### config.mk
export PLATFORM = sky130hd
export DESIGN_NAME = battery_cycle_history_tracker_top
export DESIGN_NICKNAME = d
export VERILOG_FILES = /design/src/hdl/bcht_pkg.sv /design/src/hdl/battery_cycle_history_tracker_top.sv
export VERILOG_INCLUDE_DIRS = /design/src /design/src/hdl
export SDC_FILE = /design/constraint.sdc
export NUM_CORES = 2
export LEC_CHECK = 0
export ABC_AREA = 0
export BUFFER_PORTS_ARGS = -buffer_cell sky130_fd_sc_hd__buf_2
export CELL_PAD_IN_SITES_DETAIL_PLACEMENT = 0
export CELL_PAD_IN_SITES_GLOBAL_PLACEMENT = 1
export CORE_MARGIN = 2
export CORE_UTILIZATION = 39
export CTS_CLUSTER_DIAMETER = 40
export DETAILED_ROUTE_END_ITERATION = 10
export PLACE_DENSITY_LB_ADDON = 0.1
export SYNTH_ARGS = -nofsm -noshare
export SYNTH_HDL_FRONTEND = slang
export SYNTH_SLANG_ARGS = --single-unit
### constraint.sdc
create_clock -name clk -period 16.39 [get_ports clk]
set_input_delay 0.8195 -clock clk [delete_from_list [all_inputs] [get_ports clk]]
set_output_delay 0.8195 -clock clk [all_outputs]
set_load 0.01 [all_outputs]
### src/hdl/assert_macros.svh
// ---------------------------------------------------------------------------
// assertion macros
// concurrent property checks, empty when synthesized
// ---------------------------------------------------------------------------
`ifndef ASSERT_MACROS_SVH
`define ASSERT_MACROS_SVH
`ifndef SYNTHESIS
`define ASSERT_IMPL(label, clk, rst_n, ante, cons) \
    label: assert property (@(posedge clk) disable iff (!rst_n) (ante) |-> (cons)) \
        else $error("same-cycle implication failed");
`define ASSERT_NEXT(label, clk, rst_n, ante, cons) \
    label: assert property (@(posedge clk) disable iff (!rst_n) (ante) |=> (cons)) \
        else $error("next-cycle implication failed");
`else
`define ASSERT_IMPL(label, clk, rst_n, ante, cons)
`define ASSERT_NEXT(label, clk, rst_n, ante, cons)
`endif
`endif

### src/hdl/bcht_pkg.sv
// ---------------------------------------------------------------------------
// bcht_pkg
// types, constants and helpers of the battery cycle history tracker
// ---------------------------------------------------------------------------
package bcht_pkg;

    localparam logic [1:0] KIND_START  = 2'd0;
    localparam logic [1:0] KIND_POWER  = 2'd1;
    localparam logic [1:0] KIND_COMMIT = 2'd2;

    localparam logic [1:0] REG_SAMPLE_DROP   = 2'd0;
    localparam logic [1:0] REG_OBSERVED_RISE = 2'd1;
    localparam logic [1:0] REG_INFERRED_RISE = 2'd2;

    localparam logic [6:0] SAMPLE_DROP_RST   = 7'd5;
    localparam logic [6:0] OBSERVED_RISE_RST = 7'd2;
    localparam logic [6:0] INFERRED_RISE_RST = 7'd8;

    localparam logic [7:0]  PCT_NONE   = 8'd255;
    localparam logic [7:0]  PCT_MAX    = 8'd100;
    localparam logic [15:0] U16_MAX    = 16'hFFFF;
    localparam logic [31:0] MS_PER_SEC = 32'd1000;

    // x / 1000 = (x * MAGIC_MS) >> 38, x / 60 = (x * MAGIC_MIN) >> 37, exact for 32 bits
    localparam logic [63:0] MAGIC_MS  = 64'd274877907;
    localparam int          MS_SHIFT  = 38;
    localparam logic [63:0] MAGIC_MIN = 64'd2290649225;
    localparam int          MIN_SHIFT = 37;

    localparam int SAMPLE_SLOTS_DEF = 32;

    typedef struct packed {
        logic [1:0]  kind;
        logic [31:0] now_ms;
        logic        external_power;
        logic        measure_ok;
        logic [7:0]  percent;
        logic        day_ok;
        logic [31:0] day_index;
    } item_t;

    typedef struct packed {
        item_t       item;
        logic [31:0] sess_secs;
        logic [31:0] since_unplug;
        logic        unplugged;
        logic        saw_external;
    } session_t;

    typedef struct packed {
        logic [5:0]  pad;
        logic        start_day_known;
        logic [31:0] start_day;
        logic        measure_error;
        logic [15:0] sleep_count;
        logic        charge_pending;
        logic        cycle_confirmed;
        logic        cycle_began;
        logic [7:0]  previous_percent;
        logic [6:0]  newest_percent;
        logic [15:0] newest_minutes;
        logic [5:0]  sample_count;
        logic [31:0] active_seconds;
    } result_t;

    function automatic logic [31:0] sat_add32(input logic [31:0] a, input logic [31:0] b);
        logic [32:0] s;
        s = {1'b0, a} + {1'b0, b};
        return s[32] ? 32'hFFFF_FFFF : s[31:0];
    endfunction

endpackage

### src/hdl/battery_cycle_history_tracker_top.sv
// ---------------------------------------------------------------------------
// battery_cycle_history_tracker_top
// on-battery time accounting and discharge cycle history, one result per event
// ---------------------------------------------------------------------------
// pipeline: input register s1_reg, session stage s2_reg, cycle stage out_reg
// throughput: one transaction per cycle unless m_tready back-pressure stalls it; the session
//   loop (divide by 1000) and the cycle loop (divide by 60) each update their state combinationally
// reset: asynchronous, clears all tracking state, thresholds back to 5/2/8,
//   no clearing pass, items accepted right after reset
`include "assert_macros.svh"

module battery_cycle_history_tracker_top #(
    parameter int SAMPLE_SLOTS = bcht_pkg::SAMPLE_SLOTS_DEF
) (
    input  logic         clk,
    input  logic         rst_n,
    input  logic         s_tvalid,
    output logic         s_tready,
    // now_ms, external_power, measure_ok, percent, day_ok, day_index, zero pad
    input  logic [79:0]  s_tdata,
    // kind
    input  logic [1:0]   s_tuser,
    output logic         m_tvalid,
    input  logic         m_tready,
    // active_seconds, sample_count, newest_minutes, newest_percent,
    // previous_percent, cycle_began, cycle_confirmed, charge_pending,
    // sleep_count, measure_error, start_day, start_day_known, zero pad
    output logic [127:0] m_tdata,
    input  logic         cfg_we,
    input  logic [1:0]   cfg_addr,
    input  logic [6:0]   cfg_data
);

    localparam int CNT_W = $clog2(SAMPLE_SLOTS + 1);

    // configuration
    logic [6:0] drop_reg, orise_reg, irise_reg;

    always_ff @(posedge clk or negedge rst_n)
    begin
        if (!rst_n)
        begin
            drop_reg  <= bcht_pkg::SAMPLE_DROP_RST;
            orise_reg <= bcht_pkg::OBSERVED_RISE_RST;
            irise_reg <= bcht_pkg::INFERRED_RISE_RST;
        end
        else if (cfg_we)
        begin
            case (cfg_addr)
                bcht_pkg::REG_SAMPLE_DROP:   drop_reg  <= cfg_data;
                bcht_pkg::REG_OBSERVED_RISE: orise_reg <= cfg_data;
                bcht_pkg::REG_INFERRED_RISE: irise_reg <= cfg_data;
                default:
                begin
                end
            endcase
        end
    end

    // pipeline control
    logic s1_v_reg, s2_v_reg, out_v_reg;
    logic out_ok, b_fire, s2_ok, a_fire, in_fire;

    assign out_ok   = !out_v_reg || m_tready;
    assign b_fire   = s2_v_reg && out_ok;
    assign s2_ok    = !s2_v_reg || b_fire;
    assign a_fire   = s1_v_reg && s2_ok;
    assign s_tready = !s1_v_reg || a_fire;
    assign in_fire  = s_tvalid && s_tready;
    assign m_tvalid = out_v_reg;

    always_ff @(posedge clk or negedge rst_n)
    begin
        if (!rst_n)
        begin
            s1_v_reg  <= 1'b0;
            s2_v_reg  <= 1'b0;
            out_v_reg <= 1'b0;
        end
        else
        begin
            if (in_fire)
                s1_v_reg <= 1'b1;
            else if (a_fire)
                s1_v_reg <= 1'b0;
            if (a_fire)
                s2_v_reg <= 1'b1;
            else if (b_fire)
                s2_v_reg <= 1'b0;
            if (b_fire)
                out_v_reg <= 1'b1;
            else if (m_tready)
                out_v_reg <= 1'b0;
        end
    end

    // input register
    bcht_pkg::item_t in_item, s1_reg;

    assign in_item.kind           = s_tuser;
    assign in_item.now_ms         = s_tdata[31:0];
    assign in_item.external_power = s_tdata[32];
    assign in_item.measure_ok     = s_tdata[33];
    assign in_item.percent        = s_tdata[41:34];
    assign in_item.day_ok         = s_tdata[42];
    assign in_item.day_index      = s_tdata[74:43];

    always_ff @(posedge clk)
    begin
        if (in_fire)
            s1_reg <= in_item;
    end

    // session stage: power state and on-battery accrual
    logic        running_reg, on_ext_reg, saw_reg, unpl_reg;
    logic [31:0] last_reg, sess_reg, since_reg;
    logic        running_next, on_ext_next, saw_next, unpl_next;
    logic [31:0] last_next, sess_next, since_next;
    logic [31:0] diff, secs, acc_sess, acc_since, acc_last;
    logic [63:0] prod_ms;
    bcht_pkg::session_t s2_next, s2_reg;

    always_comb
    begin
        diff      = s1_reg.now_ms - last_reg;
        prod_ms   = 64'(diff) * bcht_pkg::MAGIC_MS;
        secs      = 32'(prod_ms >> bcht_pkg::MS_SHIFT);
        acc_sess  = on_ext_reg ? sess_reg : bcht_pkg::sat_add32(sess_reg, secs);
        acc_since = (!on_ext_reg && unpl_reg) ? bcht_pkg::sat_add32(since_reg, secs)
                                              : since_reg;
        acc_last  = on_ext_reg ? s1_reg.now_ms
                               : last_reg + 32'(secs * bcht_pkg::MS_PER_SEC);

        running_next = running_reg;
        on_ext_next  = on_ext_reg;
        saw_next     = saw_reg;
        unpl_next    = unpl_reg;
        last_next    = last_reg;
        sess_next    = sess_reg;
        since_next   = since_reg;

        if (s1_reg.kind == bcht_pkg::KIND_START || s1_reg.kind == bcht_pkg::KIND_POWER
            || s1_reg.kind == bcht_pkg::KIND_COMMIT)
        begin
            if (s1_reg.kind == bcht_pkg::KIND_START || !running_reg)
            begin
                running_next = 1'b1;
                on_ext_next  = s1_reg.external_power;
                saw_next     = s1_reg.external_power;
                unpl_next    = 1'b0;
                last_next    = s1_reg.now_ms;
                sess_next    = '0;
                since_next   = '0;
            end
            else if (on_ext_reg != s1_reg.external_power)
            begin
                sess_next   = acc_sess;
                on_ext_next = s1_reg.external_power;
                last_next   = s1_reg.now_ms;
                saw_next    = saw_reg || s1_reg.external_power;
                unpl_next   = !s1_reg.external_power;
                since_next  = '0;
            end
            else if (s1_reg.kind == bcht_pkg::KIND_COMMIT)
            begin
                sess_next  = acc_sess;
                since_next = acc_since;
                last_next  = acc_last;
            end
        end

        s2_next.item         = s1_reg;
        s2_next.sess_secs    = sess_next;
        s2_next.since_unplug = since_next;
        s2_next.unplugged    = unpl_next;
        s2_next.saw_external = saw_next;
    end

    always_ff @(posedge clk or negedge rst_n)
    begin
        if (!rst_n)
        begin
            running_reg <= 1'b0;
            on_ext_reg  <= 1'b0;
            saw_reg     <= 1'b0;
            unpl_reg    <= 1'b0;
            last_reg    <= '0;
            sess_reg    <= '0;
            since_reg   <= '0;
        end
        else if (a_fire)
        begin
            running_reg <= running_next;
            on_ext_reg  <= on_ext_next;
            saw_reg     <= saw_next;
            unpl_reg    <= unpl_next;
            last_reg    <= last_next;
            sess_reg    <= sess_next;
            since_reg   <= since_next;
        end
    end

    always_ff @(posedge clk)
    begin
        if (a_fire)
            s2_reg <= s2_next;
    end

    // cycle stage: charge detection, cycle time and newest sample
    logic [31:0]      cs_reg, day_reg;
    logic             known_reg, conf_reg, pf_reg;
    logic [15:0]      sleep_reg, nmin_reg;
    logic [7:0]       kept_reg, pp_reg;
    logic [6:0]       npct_reg;
    logic [CNT_W-1:0] count_reg;

    logic [31:0]      cs_next, day_next;
    logic             known_next, conf_next, pf_next;
    logic [15:0]      sleep_next, nmin_next;
    logic [7:0]       kept_next, pp_next;
    logic [6:0]       npct_next;
    logic [CNT_W-1:0] count_next;

    bcht_pkg::item_t  b;
    logic             is_commit, valid_p, prev, seen, obs, inf, fresh, b_start, merr;
    logic             want, pf_eff;
    logic [7:0]       base, pp_eff;
    logic [15:0]      sleep_base, minutes;
    logic [31:0]      cs_add, cs_start, cs_new, min32;
    logic [63:0]      prod_min;
    bcht_pkg::result_t res_next, out_reg;

    always_comb
    begin
        b         = s2_reg.item;
        is_commit = (b.kind == bcht_pkg::KIND_COMMIT);
        valid_p   = b.measure_ok && (b.percent <= bcht_pkg::PCT_MAX);
        merr      = is_commit && !valid_p;
        cs_add    = bcht_pkg::sat_add32(cs_reg, s2_reg.sess_secs);
        prev      = kept_reg <= bcht_pkg::PCT_MAX;
        base      = (pf_reg && pp_reg <= bcht_pkg::PCT_MAX) ? pp_reg : kept_reg;
        seen      = pf_reg || s2_reg.saw_external;
        obs       = prev && !b.external_power && seen && base <= bcht_pkg::PCT_MAX
                    && b.percent >= base && (b.percent - base) >= {1'b0, orise_reg};
        inf       = prev && !b.external_power && b.percent >= kept_reg
                    && (b.percent - kept_reg) >= {1'b0, irise_reg};
        fresh     = obs || inf;
        b_start   = is_commit && valid_p && (!prev || fresh);
        cs_start  = (fresh && s2_reg.unplugged) ? s2_reg.since_unplug : s2_reg.sess_secs;
        cs_new    = b_start ? cs_start : cs_add;
        prod_min  = 64'(cs_new) * bcht_pkg::MAGIC_MIN;
        min32     = 32'(prod_min >> bcht_pkg::MIN_SHIFT);
        minutes   = (min32 > 32'(bcht_pkg::U16_MAX)) ? bcht_pkg::U16_MAX : min32[15:0];
        want      = (count_reg == '0)
                    || ({1'b0, npct_reg} >= {1'b0, drop_reg}
                        && b.percent <= {1'b0, npct_reg} - {1'b0, drop_reg});
        pf_eff    = b_start ? 1'b0 : pf_reg;
        pp_eff    = b_start ? bcht_pkg::PCT_NONE : pp_reg;
        sleep_base = b_start ? 16'd0 : sleep_reg;

        cs_next    = cs_reg;
        day_next   = day_reg;
        known_next = known_reg;
        conf_next  = conf_reg;
        pf_next    = pf_reg;
        pp_next    = pp_reg;
        sleep_next = sleep_reg;
        kept_next  = kept_reg;
        nmin_next  = nmin_reg;
        npct_next  = npct_reg;
        count_next = count_reg;

        if (is_commit)
        begin
            if (!valid_p)
            begin
                cs_next = cs_add;
                if (!known_reg && b.day_ok)
                begin
                    day_next   = b.day_index;
                    known_next = 1'b1;
                end
                if (b.external_power && prev)
                begin
                    pf_next = 1'b1;
                    pp_next = kept_reg;
                end
            end
            else
            begin
                cs_next   = cs_new;
                kept_next = b.percent;
                if (b_start)
                begin
                    conf_next  = fresh;
                    day_next   = b.day_ok ? b.day_index : 32'd0;
                    known_next = b.day_ok;
                    count_next = CNT_W'(1);
                    nmin_next  = minutes;
                    npct_next  = b.percent[6:0];
                end
                else if (want)
                begin
                    if (count_reg != '0 && nmin_reg == minutes)
                        npct_next = b.percent[6:0];
                    else if (count_reg < CNT_W'(SAMPLE_SLOTS))
                    begin
                        nmin_next  = minutes;
                        npct_next  = b.percent[6:0];
                        count_next = count_reg + CNT_W'(1);
                    end
                end
                if (b.external_power)
                begin
                    if (!pf_eff || pp_eff > bcht_pkg::PCT_MAX)
                        pp_next = b.percent;
                    else if (b.percent < pp_eff)
                        pp_next = b.percent;
                    else
                        pp_next = pp_eff;
                    pf_next = 1'b1;
                end
                else
                begin
                    pf_next = 1'b0;
                    pp_next = bcht_pkg::PCT_NONE;
                end
            end
            sleep_next = (sleep_base != bcht_pkg::U16_MAX) ? sleep_base + 16'd1 : sleep_base;
        end

        res_next.pad              = '0;
        res_next.start_day_known  = known_next;
        res_next.start_day        = day_next;
        res_next.measure_error    = merr;
        res_next.sleep_count      = sleep_next;
        res_next.charge_pending   = pf_next;
        res_next.cycle_confirmed  = conf_next;
        res_next.cycle_began      = b_start;
        res_next.previous_percent = kept_next;
        res_next.newest_percent   = npct_next;
        res_next.newest_minutes   = nmin_next;
        res_next.sample_count     = 6'(count_next);
        res_next.active_seconds   = cs_next;
    end

    always_ff @(posedge clk or negedge rst_n)
    begin
        if (!rst_n)
        begin
            cs_reg    <= '0;
            day_reg   <= '0;
            known_reg <= 1'b0;
            conf_reg  <= 1'b0;
            pf_reg    <= 1'b0;
            pp_reg    <= bcht_pkg::PCT_NONE;
            sleep_reg <= '0;
            kept_reg  <= bcht_pkg::PCT_NONE;
            nmin_reg  <= '0;
            npct_reg  <= '0;
            count_reg <= '0;
        end
        else if (b_fire)
        begin
            cs_reg    <= cs_next;
            day_reg   <= day_next;
            known_reg <= known_next;
            conf_reg  <= conf_next;
            pf_reg    <= pf_next;
            pp_reg    <= pp_next;
            sleep_reg <= sleep_next;
            kept_reg  <= kept_next;
            nmin_reg  <= nmin_next;
            npct_reg  <= npct_next;
            count_reg <= count_next;
        end
    end

    always_ff @(posedge clk)
    begin
        if (b_fire)
            out_reg <= res_next;
    end

    assign m_tdata = out_reg;

    // checks
    `ASSERT_NEXT(a_start_one_sample, clk, rst_n, b_fire && b_start, count_reg == CNT_W'(1))
    `ASSERT_IMPL(a_conf_on_start, clk, rst_n, $rose(conf_reg), $past(b_fire && b_start))
    `ASSERT_IMPL(a_pending_pct, clk, rst_n, pf_reg, pp_reg <= bcht_pkg::PCT_MAX)
    `ASSERT_IMPL(a_full_stall, clk, rst_n, out_v_reg && !m_tready && s2_v_reg && s1_v_reg, !s_tready)

endmodule
==> impl_metrics.json <==
{
  "rows": 142,
  "status": "finished clean",
  "rsz0062_at_grt": "yes",
  "synth.area.top_cells": "ha_1 20%, fa_1 18%, edfxtp_1 16%, dfrtp_1 9.8%, inv_1 6.0%",
  "core_area_sq_um": 150000,
  "cpPeakStageDelay_ns": 0.55,
  "ys_types": 103,
  "drc_errors": 0,
  "hpwl_um": 143000,
  "die_x_um": 393,
  "grt_pass1_vias": 45800,
  "grt.overflow.total": 0,
  "clk_latency_ns": 0.76,
  "grt_first_pass_wirelength_um": 274000,
  "dpl_cell_area_sq_um": 65200,
  "relSlewSlack": 0.317,
  "ant_nets": 0,
  "clock_sink_count": 562,
  "first_iter_violations": 2381,
  "max_freq_ghz": 0.0624,
  "largest_register_ffs": 122,
  "fin_util": 0.471,
  "grtUsageTotal": 0.233,
  "ff2ff_path_depth": 77,
  "reg2reg_slack_ns": 0.37,
  "rr_startpoint": "s1_reg[43]",
  "crit_buf_inv": 12,
  "cts_buffer_depth": 3,
  "startpoint_type": "flop",
  "r2r-end": "last_reg[31]",
  "slew_violations": 0,
  "async_flop_share": 0.448,
  "drive_above_1_share": 0.173,
  "port_buffers": 214,
  "period_needed_ns": 16.02,
  "ys_ff_latch": 562,
  "setup_violations": 0,
  "cp.arrival_ns": 16.60,
  "grt_max_degree": 126,
  "htreeDepth": 3,
  "nets": 8061,
  "post-place-ws_ns": -1.05,
  "path_class": "flop to flop",
  "root_buffer": "clkbuf_16",
  "crit_slowest_cell": "fa_1",
  "max_cap_violations": 0,
  "path_common_cell": "fa_1",
  "dr.pass1.iters": 5,
  "path_delay_family": "adder cells",
  "synth_edf_count": 310,
  "hold_violations": 0,
  "gp_congestion": 0.884,
  "ys.flop_type": "edfxtp_1",
  "fin_crit_sh": 0.978,
  "crit_path_end_kind": "flop",
  "start_util": 0.393,
  "clkSlewWorstSetupHoldPaths_ns": 0.06,
  "synthesis.area_sq_um": 59000,
  "antenna_cells": 0,
  "worstPathRequired_ns": 16.97,
  "setup_slack_ns": 0.367,
  "die_h_um": 393,
  "cts_buffers": 113,
  "yosysTopAreaCell": "ha_1",
  "ys_seq_area_frac": 0.265,
  "area_growth_pct": 19.7,
  "dieArea_sq_um": 154000,
  "wl_per_cell_um": 20.7,
  "syn_inst": 5862,
  "design.portCount": 226,
  "num_vias": 44200,
  "yosysTopAreaCellShare": 0.197,
  "yosys_warnings": 0,
  "cts_tree": "built",
  "worst_pin_slew_ns": 1.01,
  "cp_max_fo": 8,
  "min_path_type": "input pin to asynchronous set/reset pin",
  "fin_skew_ns": 0.0915,
  "antenna_found_initial": 5,
  "finalInstanceArea_sq_um": 70600,
  "via_per_inst": 5.14,
  "synth.avg_cell_area_sq_um": 10.1,
  "routed_wl_um": 178000
}
final cells by class:
class	instances	area [sq um]
clock inverter	93	1200
clock buffer	123	2920
sequential	562	15600
tap	2016	2520
inverter	938	3530
fill	14400	79300
timing repair buffer	652	4490
multi-input combinational	4227	40300
cells in the mapped netlist (12+ instances only):
library cell  instances
o21a_1               45
a22o_1               83
o211ai_1             18
fa_1                541
mux2i_1              38
buf_1                13
a21o_1              149
a22oi_1              12
o22ai_1              34
a31oi_1              33
dfstp_2              20
dfrtp_1             232
o21ai_0             269
mux2_1               16
o31ai_1              13
xor2_1               85
nor4_1               12
ha_1                930
nand2_1             509
mux2_2               67
nand4_1              36
nor2b_1              39
and3_1               38
xnor2_1             157
nor3_1               73
inv_1               935
a21oi_1             287
o21bai_1             44
or3_1                39
and2_1               19
nor2_1              280
edfxtp_1            310
clkbuf_1            116
a21boi_0             15
nand3_1              74
nand2b_1             41
a211oi_1             44
what timing repair did:
item	in CTS	in global routing
hold buffers	0	0
setup buffers	9	22
resized for setup	61	145
pin swaps	28	129
endpoints found under the setup margin	11	46
cell families after synthesis:
kind of cell | after synthesis | share of synthesized area
flops | 562 | 0.265
buf+inv | 1078 | 0.0694
mux | 127 | 0.0238
simple gates | 1194 | 0.0913
fa+ha+maj | 1474 | 0.381
xor+xnor | 242 | 0.0359
compound gates | 1184 | 0.133
other cells | 1 | 0.0000636
placed cells by master, fill, tap and decap left out, types with 17 or more instances in the layout:
master	netlist	routed
dfstp_2	20	20
or3_1	39	37
a211oi_1	44	40
inv_1	935	922
nor2_1	280	272
nor3_1	73	64
nand3_1	74	73
and2_1	19	17
inv_6	0	19
buf_2	1	213
and3_1	38	38
nand2_1	509	505
o21ai_0	269	246
buf_4	8	420
mux2i_1	38	38
fa_1	541	536
a21oi_1	287	270
nand4_1	36	36
o22ai_1	34	34
o21a_1	45	45
xor2_1	85	77
clkbuf_16	0	113
o211ai_1	18	18
mux2_2	67	67
inv_8	0	19
ha_4	0	23
edfxtp_1	310	310
nor2b_1	39	38
ha_1	930	905
xnor2_1	157	140
a21o_1	149	149
o21bai_1	44	44
a22o_1	83	82
a31oi_1	33	32
dfrtp_1	232	232
nand2b_1	41	38
worst reg2reg max path, delay by kind of cell, from the launching register on:
kind            cells  cell delay (ns)
xor+xnor            5             0.82
flops               1             0.37
compound gates     35             5.77
simple gates        7             1.37
fa+ha+maj          17             6.18
mux                 1             0.13
buf+inv            12             1.28
how the worst max path moves through the flow:
stage | start | end | slack [ns] | cells past startpoint
after floorplan | s1_reg[43] | last_reg[31] | 0.02 | 76
after global placement | s1_reg[43] | last_reg[31] | -0.91 | 79
after detailed placement | s1_reg[43] | last_reg[31] | -1.05 | 79
after CTS | s1_reg[44] | last_reg[31] | 0.003 | 76
after global routing | s1_reg[43] | last_reg[31] | -0.44 | 77
final | s1_reg[43] | last_reg[31] | 0.37 | 77
metal layers:
metal  share of wire  vias to the layer above  track usage
met1            0.46                    21800        0.321
met5               0                        -            0
met3           0.037                      192       0.0288
li1                -                    21400            -
met2            0.47                      767        0.390
met4           0.026                        0       0.0568
stage by stage:
stage                     TNS, ns  std cells  hold slack (ns)
after floorplan                 0       5867            0.400
after global placement      -5.04       8364            0.402
after detailed placement    -6.44       8364            0.405
after CTS                       0       8589           0.0435
after global routing        -2.36       8611           0.0482
final                           0       8611           0.0590
Power is not shown: default switching activity piles up to over one toggle a cycle in this logic, so the estimate is an artifact.
